`config.mk`:
```
export PLATFORM = sky130hd
export DESIGN_NAME = legendre_poly_value_and_slope_flat
export DESIGN_NICKNAME = d
export VERILOG_FILES = /design/src/hw/rtl/legp_pkg.sv /design/src/hw/rtl/legp_if.sv /design/src/hw/rtl/legp_ctrl.sv /design/src/hw/rtl/legp_dpath.sv /design/src/hw/rtl/legendre_poly_value_and_slope.sv /design/src/flat_wrapper.sv
export SDC_FILE = /design/constraint.sdc
export NUM_CORES = 2
export LEC_CHECK = 0
export ABC_CLOCK_PERIOD_IN_PS = 14900
export BUFFER_PORTS_ARGS = -buffer_cell sky130_fd_sc_hd__buf_2
export CAP_MARGIN = 5
export CORE_ASPECT_RATIO = 0.8
export CORE_MARGIN = 10
export CORE_UTILIZATION = 45
export DETAILED_ROUTE_END_ITERATION = 7
export PLACE_DENSITY = 0.65
export SYNTH_ARGS = -nofsm -noshare
export SYNTH_HDL_FRONTEND = slang
export SYNTH_SLANG_ARGS = --single-unit
```
`constraint.sdc`:
```
create_clock -name clk -period 14.9 [get_ports clk]
set_input_delay 2.98 -clock clk [delete_from_list [all_inputs] [get_ports clk]]
set_output_delay 2.98 -clock clk [all_outputs]
set_load 0.03 [all_outputs]
```
`src/hw/rtl/legp_pkg.sv`:
```
// Shared widths, constants, command/status types and the Legendre coefficient table
// for the Legendre value and slope block. No dependencies.
package legp_pkg;

    localparam int ORDER_W    = 4;
    localparam int X_W        = 31;
    localparam int H_W        = 32;
    localparam int VAL_W      = 31;
    localparam int SLOPE_W    = 48;
    localparam int ACC_W      = 48;
    localparam int COEF_W     = 18;
    localparam int WCOEF_W    = 23;
    localparam int ROM_DEPTH  = 66;
    localparam int ROM_AW     = 7;
    localparam int COEF_SHIFT = 21;
    localparam int Q_SHIFT    = 29;
    localparam int LO_W       = 24;
    localparam int PLO_W      = LO_W + 1 + X_W;
    localparam int PHI_W      = ACC_W - LO_W + X_W;
    localparam int PROD_W     = 80;
    localparam int N_SHIFT    = 12;
    localparam int DVD_W      = 60;
    localparam int CNT_W      = 6;

    localparam logic signed [X_W-1:0]     X_ONE     = 31'sd536870912;
    localparam logic signed [VAL_W-1:0]   VAL_MAX   = 31'sh3FFF_FFFF;
    localparam logic signed [VAL_W-1:0]   VAL_MIN   = 31'sh4000_0000;
    localparam logic signed [SLOPE_W-1:0] SLOPE_MAX = 48'sh7FFF_FFFF_FFFF;
    localparam logic signed [SLOPE_W-1:0] SLOPE_MIN = 48'sh8000_0000_0000;

    // Numerators over 256, lowest power first, order k starts at k(k+1)/2
    localparam logic signed [COEF_W-1:0] COEF_TABLE [ROM_DEPTH] = '{
        18'sd256,
        18'sd0, 18'sd256,
        -18'sd128, 18'sd0, 18'sd384,
        18'sd0, -18'sd384, 18'sd0, 18'sd640,
        18'sd96, 18'sd0, -18'sd960, 18'sd0, 18'sd1120,
        18'sd0, 18'sd480, 18'sd0, -18'sd2240, 18'sd0, 18'sd2016,
        -18'sd80, 18'sd0, 18'sd1680, 18'sd0, -18'sd5040, 18'sd0, 18'sd3696,
        18'sd0, -18'sd560, 18'sd0, 18'sd5040, 18'sd0, -18'sd11088, 18'sd0, 18'sd6864,
        18'sd70, 18'sd0, -18'sd2520, 18'sd0, 18'sd13860, 18'sd0, -18'sd24024, 18'sd0,
        18'sd12870,
        18'sd0, 18'sd630, 18'sd0, -18'sd9240, 18'sd0, 18'sd36036, 18'sd0, -18'sd51480,
        18'sd0, 18'sd24310,
        -18'sd63, 18'sd0, 18'sd3465, 18'sd0, -18'sd30030, 18'sd0, 18'sd90090, 18'sd0,
        -18'sd109395, 18'sd0, 18'sd46189
    };

    typedef struct packed {
        logic load;
        logic init;
        logic to_slope;
        logic mlo;
        logic mhi;
        logic acc;
        logic div_start;
        logic div_step;
        logic push;
    } legp_cmd_t;

    typedef struct packed {
        logic in_err;
        logic more;
        logic slope_mode;
        logic div_last;
        logic out_free;
    } legp_stat_t;

    function automatic logic signed [COEF_W-1:0] coef_rom(input logic [ROM_AW-1:0] idx);
        logic signed [COEF_W-1:0] c;
        c = '0;
        if (idx < ROM_AW'(ROM_DEPTH))
        begin
            c = COEF_TABLE[idx];
        end
        return c;
    endfunction

    function automatic logic [ROM_AW-1:0] base_of(input logic [ORDER_W-1:0] k);
        logic [2*ORDER_W-1:0] p;
        p = {{ORDER_W{1'b0}}, k} * ({{ORDER_W{1'b0}}, k} + (2*ORDER_W)'(1));
        return p[ROM_AW:1];
    endfunction

endpackage

```
`src/hw/rtl/legp_if.sv`:
```
// Valid/ready channel interfaces for input items and result items.
// Depends on legp_pkg for field widths.
interface legp_in_if;
    logic                               valid;
    logic                               ready;
    logic [legp_pkg::ORDER_W-1:0]       poly_order;
    logic signed [legp_pkg::X_W-1:0]    x_point;
    logic [legp_pkg::H_W-1:0]           bin_width;

    modport source (output valid, output poly_order, output x_point, output bin_width,
                    input ready);
    modport sink (input valid, input poly_order, input x_point, input bin_width,
                  output ready);
endinterface

interface legp_out_if;
    logic                                valid;
    logic                                ready;
    logic signed [legp_pkg::VAL_W-1:0]   poly_value;
    logic signed [legp_pkg::SLOPE_W-1:0] scaled_slope;
    logic                                status;

    modport source (output valid, output poly_value, output scaled_slope, output status,
                    input ready);
    modport sink (input valid, input poly_value, input scaled_slope, input status,
                  output ready);
endinterface

```
`src/hw/rtl/legp_ctrl.sv`:
```
// Sequencer for the Legendre block: steps the Horner passes and the divider.
// Depends on legp_pkg for the command and status structs.
module legp_ctrl (
    input  logic                   clk,
    input  logic                   rst_n,
    input  logic                   in_valid,
    output logic                   in_ready,
    output legp_pkg::legp_cmd_t    cmd,
    input  legp_pkg::legp_stat_t   st
);
    import legp_pkg::*;

    typedef enum logic [6:0] {
        S_IDLE = 7'b0000001,
        S_INIT = 7'b0000010,
        S_TEST = 7'b0000100,
        S_MLO  = 7'b0001000,
        S_MHI  = 7'b0010000,
        S_ACC  = 7'b0100000,
        S_DIV  = 7'b1000000
    } ctrl_state_t;

    // the result hand-off shares the divider's exit; DONE is its own code
    typedef enum logic [1:0] {
        H_RUN  = 2'b01,
        H_DONE = 2'b10
    } hand_state_t;

    ctrl_state_t state_reg, state_next;
    hand_state_t hand_reg, hand_next;

    always_comb
    begin
        state_next = state_reg;
        hand_next  = hand_reg;
        cmd        = '0;
        in_ready   = 1'b0;
        if (hand_reg == H_DONE)
        begin
            // hold until the output register can take the beat
            if (st.out_free)
            begin
                cmd.push  = 1'b1;
                hand_next = H_RUN;
            end
        end
        else
        begin
            unique case (state_reg)
                S_IDLE:
                begin
                    in_ready = 1'b1;
                    if (in_valid)
                    begin
                        cmd.load = 1'b1;
                        if (st.in_err)
                        begin
                            hand_next = H_DONE;
                        end
                        else
                        begin
                            state_next = S_INIT;
                        end
                    end
                end
                S_INIT:
                begin
                    cmd.init   = 1'b1;
                    state_next = S_TEST;
                end
                S_TEST:
                begin
                    priority if (st.more)
                    begin
                        state_next = S_MLO;
                    end
                    else if (!st.slope_mode)
                    begin
                        cmd.to_slope = 1'b1;
                        state_next   = S_INIT;
                    end
                    else
                    begin
                        cmd.div_start = 1'b1;
                        state_next    = S_DIV;
                    end
                end
                S_MLO:
                begin
                    cmd.mlo    = 1'b1;
                    state_next = S_MHI;
                end
                S_MHI:
                begin
                    cmd.mhi    = 1'b1;
                    state_next = S_ACC;
                end
                S_ACC:
                begin
                    cmd.acc    = 1'b1;
                    state_next = S_TEST;
                end
                S_DIV:
                begin
                    cmd.div_step = 1'b1;
                    if (st.div_last)
                    begin
                        state_next = S_IDLE;
                        hand_next  = H_DONE;
                    end
                end
                default:
                begin
                    state_next = S_IDLE;
                end
            endcase
        end
    end

    always_ff @(posedge clk or negedge rst_n)
    begin
        if (!rst_n)
        begin
            state_reg <= S_IDLE;
            hand_reg  <= H_RUN;
        end
        else
        begin
            state_reg <= state_next;
            hand_reg  <= hand_next;
        end
    end

    a_err_to_done: assert property (@(posedge clk) disable iff (!rst_n)
        in_valid && in_ready && st.in_err |=> hand_reg == H_DONE && state_reg == S_IDLE)
        else $error("bad order did not go straight to result hand-off");

    a_ok_to_init: assert property (@(posedge clk) disable iff (!rst_n)
        in_valid && in_ready && !st.in_err |=> state_reg == S_INIT)
        else $error("accepted item did not start the value pass");

    a_div_to_done: assert property (@(posedge clk) disable iff (!rst_n)
        cmd.div_step && st.div_last |=> hand_reg == H_DONE)
        else $error("divider finished without result hand-off");

endmodule

```
`src/hw/rtl/legp_dpath.sv`:
```
// Datapath for the Legendre block: coefficient table, shared 25x31 multiplier
// used half by half, Horner accumulator, restoring divider, output register.
// Depends on legp_pkg.
module legp_dpath #(
    parameter int MAX_ORDER = 10
) (
    input  logic                                clk,
    input  logic                                rst_n,
    input  legp_pkg::legp_cmd_t                 cmd,
    output legp_pkg::legp_stat_t                st,
    input  logic [legp_pkg::ORDER_W-1:0]        poly_order,
    input  logic signed [legp_pkg::X_W-1:0]     x_point,
    input  logic [legp_pkg::H_W-1:0]            bin_width,
    output logic                                out_valid,
    input  logic                                out_ready,
    output logic signed [legp_pkg::VAL_W-1:0]   poly_value,
    output logic signed [legp_pkg::SLOPE_W-1:0] scaled_slope,
    output logic                                status
);
    import legp_pkg::*;

    localparam logic [ORDER_W-1:0]      MaxOrd    = ORDER_W'(MAX_ORDER);
    localparam logic signed [PLO_W-1:0] RoundHalf = PLO_W'(1) <<< (Q_SHIFT - 1);
    localparam logic [DVD_W-1:0]        QMaxPos   = DVD_W'(SLOPE_MAX);
    localparam logic [DVD_W-1:0]        QMinMag   = QMaxPos + DVD_W'(1);

    // control state
    logic [ORDER_W-1:0] k_reg, k_next;
    logic [ORDER_W-1:0] t_reg, t_next;
    logic               mode_reg, mode_next;
    logic               err_reg, err_next;
    logic [CNT_W-1:0]   cnt_reg, cnt_next;
    logic               out_valid_reg, out_valid_next;

    // payload
    logic [ROM_AW-1:0]          base_reg, base_next;
    logic signed [X_W-1:0]      x_reg, x_next;
    logic [H_W-1:0]             h_reg, h_next;
    logic signed [ACC_W-1:0]    acc_reg, acc_next;
    logic signed [ACC_W-1:0]    term_reg, term_next;
    logic signed [PLO_W-1:0]    plo_reg, plo_next;
    logic signed [PHI_W-1:0]    phi_reg, phi_next;
    logic signed [VAL_W-1:0]    val_reg, val_next;
    logic [H_W-1:0]             rem_reg, rem_next;
    logic [DVD_W-1:0]           dvd_reg, dvd_next;
    logic                       neg_reg, neg_next;
    logic                       dzero_reg, dzero_next;
    logic signed [VAL_W-1:0]    out_value_reg, out_value_next;
    logic signed [SLOPE_W-1:0]  out_slope_reg, out_slope_next;
    logic                       out_status_reg, out_status_next;

    logic                       in_err;
    logic signed [X_W-1:0]      x_clamp;
    logic [ORDER_W-1:0]         cidx;
    logic [ORDER_W-1:0]         weight;
    logic [ROM_AW-1:0]          rom_addr;
    logic signed [WCOEF_W-1:0]  wcoef;
    logic signed [ACC_W-1:0]    term;
    logic signed [LO_W:0]       lo_op;
    logic signed [ACC_W-LO_W-1:0] hi_op;
    logic signed [LO_W:0]       mul_op;
    logic signed [PLO_W-1:0]    mul_prod;
    logic signed [PROD_W-1:0]   prod_sum;
    logic signed [ACC_W-1:0]    acc_step;
    logic signed [VAL_W-1:0]    val_sat;
    logic [ACC_W-1:0]           dmag;
    logic [DVD_W-1:0]           dvd_init;
    logic [H_W:0]               rem_shift;
    logic                       sub_ok;
    logic signed [SLOPE_W-1:0]  slope_fin;

    assign in_err = poly_order > MaxOrd;

    always_comb
    begin
        priority if (x_point > X_ONE)
        begin
            x_clamp = X_ONE;
        end
        else if (x_point < -X_ONE)
        begin
            x_clamp = -X_ONE;
        end
        else
        begin
            x_clamp = x_point;
        end
    end

    // table read: top coefficient on init, next lower one while multiplying
    assign cidx     = cmd.mlo ? t_reg - ORDER_W'(1) : t_reg;
    assign weight   = mode_reg ? cidx : ORDER_W'(1);
    assign rom_addr = base_reg + ROM_AW'(cidx);
    assign wcoef    = $signed({1'b0, weight}) * coef_rom(rom_addr);
    assign term     = ACC_W'(wcoef) <<< COEF_SHIFT;

    assign lo_op    = $signed({1'b0, acc_reg[LO_W-1:0]});
    assign hi_op    = $signed(acc_reg[ACC_W-1:LO_W]);
    // one multiplier: low half of the accumulator first, high half next cycle
    assign mul_op   = cmd.mlo ? lo_op : (LO_W+1)'(hi_op);
    assign mul_prod = mul_op * x_reg;
    assign prod_sum = (PROD_W'(phi_reg) <<< LO_W) + PROD_W'(plo_reg);
    assign acc_step = $signed(prod_sum[Q_SHIFT+ACC_W-1:Q_SHIFT]) + term_reg;

    always_comb
    begin
        priority if (acc_reg < ACC_W'(VAL_MIN))
        begin
            val_sat = VAL_MIN;
        end
        else if (acc_reg > ACC_W'(VAL_MAX))
        begin
            val_sat = VAL_MAX;
        end
        else
        begin
            val_sat = acc_reg[VAL_W-1:0];
        end
    end

    assign dmag      = acc_reg[ACC_W-1] ? ACC_W'(-acc_reg) : acc_reg;
    assign dvd_init  = (DVD_W'(dmag) << N_SHIFT) + DVD_W'(h_reg >> 1);
    assign rem_shift = {rem_reg, dvd_reg[DVD_W-1]};
    assign sub_ok    = rem_shift >= {1'b0, h_reg};

    always_comb
    begin
        priority if (h_reg == '0)
        begin
            slope_fin = neg_reg ? SLOPE_MIN : (dzero_reg ? '0 : SLOPE_MAX);
        end
        else if (neg_reg)
        begin
            slope_fin = (dvd_reg > QMinMag) ? SLOPE_MIN : -$signed(dvd_reg[SLOPE_W-1:0]);
        end
        else
        begin
            slope_fin = (dvd_reg > QMaxPos) ? SLOPE_MAX : $signed(dvd_reg[SLOPE_W-1:0]);
        end
    end

    always_comb
    begin
        k_next          = k_reg;
        t_next          = t_reg;
        mode_next       = mode_reg;
        err_next        = err_reg;
        cnt_next        = cnt_reg;
        base_next       = base_reg;
        x_next          = x_reg;
        h_next          = h_reg;
        acc_next        = acc_reg;
        term_next       = term_reg;
        plo_next        = plo_reg;
        phi_next        = phi_reg;
        val_next        = val_reg;
        rem_next        = rem_reg;
        dvd_next        = dvd_reg;
        neg_next        = neg_reg;
        dzero_next      = dzero_reg;
        out_value_next  = out_value_reg;
        out_slope_next  = out_slope_reg;
        out_status_next = out_status_reg;
        out_valid_next  = out_valid_reg && !out_ready;

        if (cmd.load)
        begin
            k_next    = poly_order;
            t_next    = poly_order;
            mode_next = 1'b0;
            err_next  = in_err;
            base_next = base_of(poly_order);
            x_next    = x_clamp;
            h_next    = bin_width;
        end
        if (cmd.init)
        begin
            acc_next = term;
        end
        if (cmd.to_slope)
        begin
            val_next  = val_sat;
            mode_next = 1'b1;
            t_next    = k_reg;
        end
        if (cmd.mlo)
        begin
            term_next = term;
            plo_next  = mul_prod + RoundHalf;
        end
        if (cmd.mhi)
        begin
            phi_next = mul_prod[PHI_W-1:0];
        end
        if (cmd.acc)
        begin
            acc_next = acc_step;
            t_next   = t_reg - ORDER_W'(1);
        end
        if (cmd.div_start)
        begin
            rem_next   = '0;
            dvd_next   = dvd_init;
            cnt_next   = CNT_W'(DVD_W - 1);
            neg_next   = acc_reg[ACC_W-1];
            dzero_next = acc_reg == '0;
        end
        if (cmd.div_step)
        begin
            rem_next = sub_ok ? H_W'(rem_shift - {1'b0, h_reg}) : rem_shift[H_W-1:0];
            dvd_next = {dvd_reg[DVD_W-2:0], sub_ok};
            cnt_next = cnt_reg - CNT_W'(1);
        end
        if (cmd.push)
        begin
            out_valid_next  = 1'b1;
            out_status_next = err_reg;
            out_value_next  = err_reg ? '0 : val_reg;
            out_slope_next  = err_reg ? '0 : slope_fin;
        end
    end

    always_ff @(posedge clk or negedge rst_n)
    begin
        if (!rst_n)
        begin
            k_reg         <= '0;
            t_reg         <= '0;
            mode_reg      <= 1'b0;
            err_reg       <= 1'b0;
            cnt_reg       <= '0;
            out_valid_reg <= 1'b0;
        end
        else
        begin
            k_reg         <= k_next;
            t_reg         <= t_next;
            mode_reg      <= mode_next;
            err_reg       <= err_next;
            cnt_reg       <= cnt_next;
            out_valid_reg <= out_valid_next;
        end
    end

    always_ff @(posedge clk)
    begin
        base_reg       <= base_next;
        x_reg          <= x_next;
        h_reg          <= h_next;
        acc_reg        <= acc_next;
        term_reg       <= term_next;
        plo_reg        <= plo_next;
        phi_reg        <= phi_next;
        val_reg        <= val_next;
        rem_reg        <= rem_next;
        dvd_reg        <= dvd_next;
        neg_reg        <= neg_next;
        dzero_reg      <= dzero_next;
        out_value_reg  <= out_value_next;
        out_slope_reg  <= out_slope_next;
        out_status_reg <= out_status_next;
    end

    assign st.in_err     = in_err;
    assign st.more       = mode_reg ? (t_reg > ORDER_W'(1)) : (t_reg != '0);
    assign st.slope_mode = mode_reg;
    assign st.div_last   = cnt_reg == '0;
    assign st.out_free   = !out_valid_reg || out_ready;

    assign out_valid    = out_valid_reg;
    assign poly_value   = out_value_reg;
    assign scaled_slope = out_slope_reg;
    assign status       = out_status_reg;

    a_step_bound: assert property (@(posedge clk) disable iff (!rst_n)
        t_reg <= k_reg)
        else $error("Horner step index ran past the order");

    a_rem_bound: assert property (@(posedge clk) disable iff (!rst_n)
        cmd.div_step && h_reg != '0 |=> rem_reg < h_reg)
        else $error("divider remainder not below the bin width");

    a_push_status: assert property (@(posedge clk) disable iff (!rst_n)
        cmd.push |=> out_valid_reg && out_status_reg == $past(err_reg))
        else $error("result beat lost or status mismatch");

endmodule

```
`src/hw/rtl/legendre_poly_value_and_slope.sv`:
```
// Legendre polynomial value and scaled slope, top level.
// Depends on legp_pkg, legp_if, legp_ctrl and legp_dpath.
//
// One input beat (order k, point x in Q2.29, bin width h in Q16.16) gives one result
// beat: P_k(x) in Q2.29 and dP_k/dx * 2/h in Q24.24, both saturating, with status 1
// and zero values for an order above MAX_ORDER. Items are processed one at a time.
// Each Horner step runs on the single shared 25x31 multiplier (low and high half
// products, then the add), and the restoring divider for the 2/h scaling produces
// one quotient bit per cycle over the 60-bit dividend. The next item is accepted
// as soon as the result sits in the output register, even if the sink has not
// yet taken it.
module legendre_poly_value_and_slope #(
    parameter int MAX_ORDER = 10
) (
    input  logic       clk,
    input  logic       rst_n,
    legp_in_if.sink    sample,
    legp_out_if.source result
);
    import legp_pkg::*;

    legp_cmd_t  cmd;
    legp_stat_t st;

    legp_ctrl u_ctrl (
        .clk      (clk),
        .rst_n    (rst_n),
        .in_valid (sample.valid),
        .in_ready (sample.ready),
        .cmd      (cmd),
        .st       (st)
    );

    legp_dpath #(
        .MAX_ORDER (MAX_ORDER)
    ) u_dpath (
        .clk          (clk),
        .rst_n        (rst_n),
        .cmd          (cmd),
        .st           (st),
        .poly_order   (sample.poly_order),
        .x_point      (sample.x_point),
        .bin_width    (sample.bin_width),
        .out_valid    (result.valid),
        .out_ready    (result.ready),
        .poly_value   (result.poly_value),
        .scaled_slope (result.scaled_slope),
        .status       (result.status)
    );

endmodule
```
`src/flat_wrapper.sv`:
```
// flat-port wrapper written by rule: the top's interface ports become plain ports
module legendre_poly_value_and_slope_flat import legp_pkg::*;
#(
    parameter int MAX_ORDER = 10
)
  (clk, rst_n, sample_valid, sample_poly_order, sample_x_point, sample_bin_width, sample_ready, result_valid, result_poly_value, result_scaled_slope, result_status, result_ready);
  legp_in_if sample_i ();
  legp_out_if result_i ();
  input  logic clk;
  input  logic rst_n;
  input wire logic [$bits(sample_i.valid)-1:0] sample_valid;
  input wire logic [$bits(sample_i.poly_order)-1:0] sample_poly_order;
  input wire logic [$bits(sample_i.x_point)-1:0] sample_x_point;
  input wire logic [$bits(sample_i.bin_width)-1:0] sample_bin_width;
  output wire logic [$bits(sample_i.ready)-1:0] sample_ready;
  output wire logic [$bits(result_i.valid)-1:0] result_valid;
  output wire logic [$bits(result_i.poly_value)-1:0] result_poly_value;
  output wire logic [$bits(result_i.scaled_slope)-1:0] result_scaled_slope;
  output wire logic [$bits(result_i.status)-1:0] result_status;
  input wire logic [$bits(result_i.ready)-1:0] result_ready;
  assign sample_i.valid = sample_valid;
  assign sample_i.poly_order = sample_poly_order;
  assign sample_i.x_point = sample_x_point;
  assign sample_i.bin_width = sample_bin_width;
  assign sample_ready = sample_i.ready;
  assign result_valid = result_i.valid;
  assign result_poly_value = result_i.poly_value;
  assign result_scaled_slope = result_i.scaled_slope;
  assign result_status = result_i.status;
  assign result_i.ready = result_ready;
  legendre_poly_value_and_slope #(.MAX_ORDER(MAX_ORDER)) u_core (.clk(clk), .rst_n(rst_n), .sample(sample_i), .result(result_i));
endmodule
```
==> results.yml <==
final_layout:
  nets: 7558
  drive_above_1_share: 0.0648
  largest_reg_flops: 60
  areaGrowthSynthToFinish_pct: 7.32
yosys:
  synthesis.area_um2: 59100
  async_reset_ff_frac: 0.0569
  syn_nets: 7581
  synth-seq-cells: 457
  synth.distinct_cells: 94
  yosysSeqAreaShare: 0.230
  synthesis.instances: 6312
  syn-mean-instance-area_um2: 9.37
  yosysWarnings: 0
  synth_edf_count: 431
  synth_top_flop_cell: "edfxtp_1"
worst_setup_path:
  cpMostUsedCell: "fa_1"
  rrSetupSlack_ps: 3200
  r2r-end: "u_core.u_dpath.plo_reg[55]"
  critical-path-slowest-cell: "fa_1"
  critPathCaptureType: "register"
  crit_fanout: 50
  cp.required_ps: 15290
  path_class: "register to register"
  rr_worst_depth: 31
  crit_start: "u_core.u_ctrl.hand_reg[0]"
  cp.arrival_ps: 12090
  worst_path_largest_cell_delay_ps: 1130
  crit_path_start_kind: "register"
  r2r_start: "u_core.u_ctrl.hand_reg[0]"
placed_design:
  port_buffers: 152
  finalWeightedCongestion: 0.899
  place_hpwl_um: 121000
timing:
  post-route-period-util: 0.785
  hold_violations: 0
  fmax_mhz: 85.5
  max-slew-margin-rel: 0.0633
  setup_violations: 0
  worst_slew_pin_slew_ps: 1410
  slew_violations: 0
  finClkSkew_ps: 67.3
  min_period_ps: 11700
  totalNegativeSetupSlack_ps: 0
  rsz0062_at_grt: "no"
clocking:
  cts_htree_levels: 2
  clkLatencyLatePin_ps: 660
  cts_tree: "yes"
  clk_root_buffer_cell: "clkbuf_16"
  clk_pin_slew_worst_paths_ps: 60
  cts_sinks: 457
  cts_repair_resize_count: 0
  cts_buffer_depth: 3
  cts_made_buffers: 52
  ctsHoldBuffers: 0
  post_cts_buffers: 0
routing:
  vias: 44300
  wl_per_cell_um: 19.5
  routed_wl_um: 157000
  drtIter0Drc: 4150
  ant_nets: 0
  drcViolationCount: 0
  via_per_inst: 5.49
  drt-pass1-iter-count: 6
grt:
  antenna_found_initial: 3
  overflow: 0
  grt_first_pass_wirelength_um: 251000
  track_usage: 0.214
  grt_max_degree: 100
  grt_pass1_vias: 44600
min_path:
  hold_path.class: "register to register"
  whs_path_depth: 2
  hold_end: "u_core.u_dpath.k_reg[1]"
  hp-start: "u_core.u_dpath.k_reg[1]"
flow_run:
  cap_viol_max_count: 0
die:
  die_area_um2: 146000
  die_h_um: 344
  rows: 118
  design.core.area_um2: 130000
  io_pins: 153
  initial_core_util: 0.455
  fp.dieW_um: 425
run_status:
  status: "completed"
-- critical path: cells and delay by family (launching register included) --
| family | cells | cell delay (ps) |
|---|---|---|
| fa+ha+maj | 7 | 4260 |
| simple gates | 12 | 3910 |
| buf+inv | 8 | 1820 |
| compound gates | 2 | 480 |
| flops | 1 | 560 |
| xor+xnor | 2 | 360 |
-- layer usage --
layer	routed length [um]	GRT usage	share of wire
met4	3550	0.0489	0.023
met2	69000	0.326	0.44
met3	12600	0.0368	0.080
met5	0	0	0
met1	72000	0.316	0.46
-- worst max path at each step --
stage	to	slack [ps]	cells after the start
final	u_core.u_dpath.plo_reg[55]	3200	31
after detailed placement	u_core.u_dpath.plo_reg[54]	3130	35
after floorplan	u_core.u_dpath.plo_reg[55]	3760	33
after CTS	u_core.u_dpath.plo_reg[54]	3100	35
after global routing	u_core.u_dpath.plo_reg[55]	2450	31
after global placement	u_core.u_dpath.plo_reg[55]	3400	31
-- cells in the mapped netlist (27+ instances only) --
cell type | number | area, um^2
nor2_1 | 368 | 1380
o31ai_1 | 27 | 203
fa_1 | 843 | 16900
ha_1 | 355 | 4440
nor3_1 | 72 | 360
nand3_1 | 80 | 400
clkbuf_1 | 277 | 1040
nor2b_1 | 176 | 1100
xnor2_1 | 189 | 1660
o21a_1 | 33 | 248
a21oi_1 | 309 | 1550
a31oi_1 | 38 | 238
nand4_1 | 37 | 231
o21ai_0 | 228 | 1140
mux2i_1 | 41 | 410
xor2_1 | 117 | 1020
a21o_1 | 115 | 863
and2_1 | 303 | 1900
edfxtp_1 | 431 | 12900
nor4_1 | 45 | 282
nand2_1 | 709 | 2660
o21bai_1 | 37 | 278
nand2b_1 | 62 | 388
or3_1 | 35 | 219
inv_1 | 1017 | 3820
-- stage by stage --
| step | instances | hold WS [ps] | instance area (um^2) | utilization | setup WS (ps) |
|---|---|---|---|---|---|
| 2_1_floorplan | 6312 | 423 | 59100 | - | 3760 |
| 3_3_place_gp | 7974 | 468 | 61600 | 0.474 | 3400 |
| 3_5_place_dp | 7974 | 481 | 61600 | 0.474 | 3130 |
| 4_1_cts | 8071 | 496 | 63400 | 0.488 | 3100 |
| 5_1_grt | 8072 | 523 | 63400 | 0.488 | 2450 |
| 6_report | 8073 | 491 | 63500 | 0.488 | 3200 |
-- kinds of logic after synthesis --
logic type,Yosys count,share of synthesized area
AO/OA/AOI/OAI,986,0.105
flip-flops,457,0.230
adder cells (fa/ha/maj),1198,0.361
AND/OR/NAND/NOR,1997,0.166
buffers and inverters,1317,0.0844
XOR/XNOR,309,0.0462
multiplexers,48,0.00827
-- cell usage in the layout (no fill, tap or decap), types with 116 or more instances in the layout --
master    Yosys  layout
a21oi_1     309     308
and2_1      303     303
buf_2        10     153
edfxtp_1    431     431
fa_1        843     843
ha_1        355     355
inv_1      1017    1016
nand2_1     709     704
nor2_1      368     366
nor2b_1     176     176
o21ai_0     228     222
xnor2_1     189     188
xor2_1      117     116
-- area by class of cell --
cell class / instances / area [um^2]
clock inverters: 41 / 547
multi-input cells: 4538 / 40700
inverters: 1018 / 3820
flip-flops and latches: 457 / 13600
fillers: 12100 / 66500
diodes: 1 / 2.50
repair buffers: 222 / 1280
clock buffers: 56 / 1320
well taps: 1740 / 2180
Power is left out: the tool's default activity adds up to more than one toggle a clock period on the data nets, which glitch-free logic cannot reach.
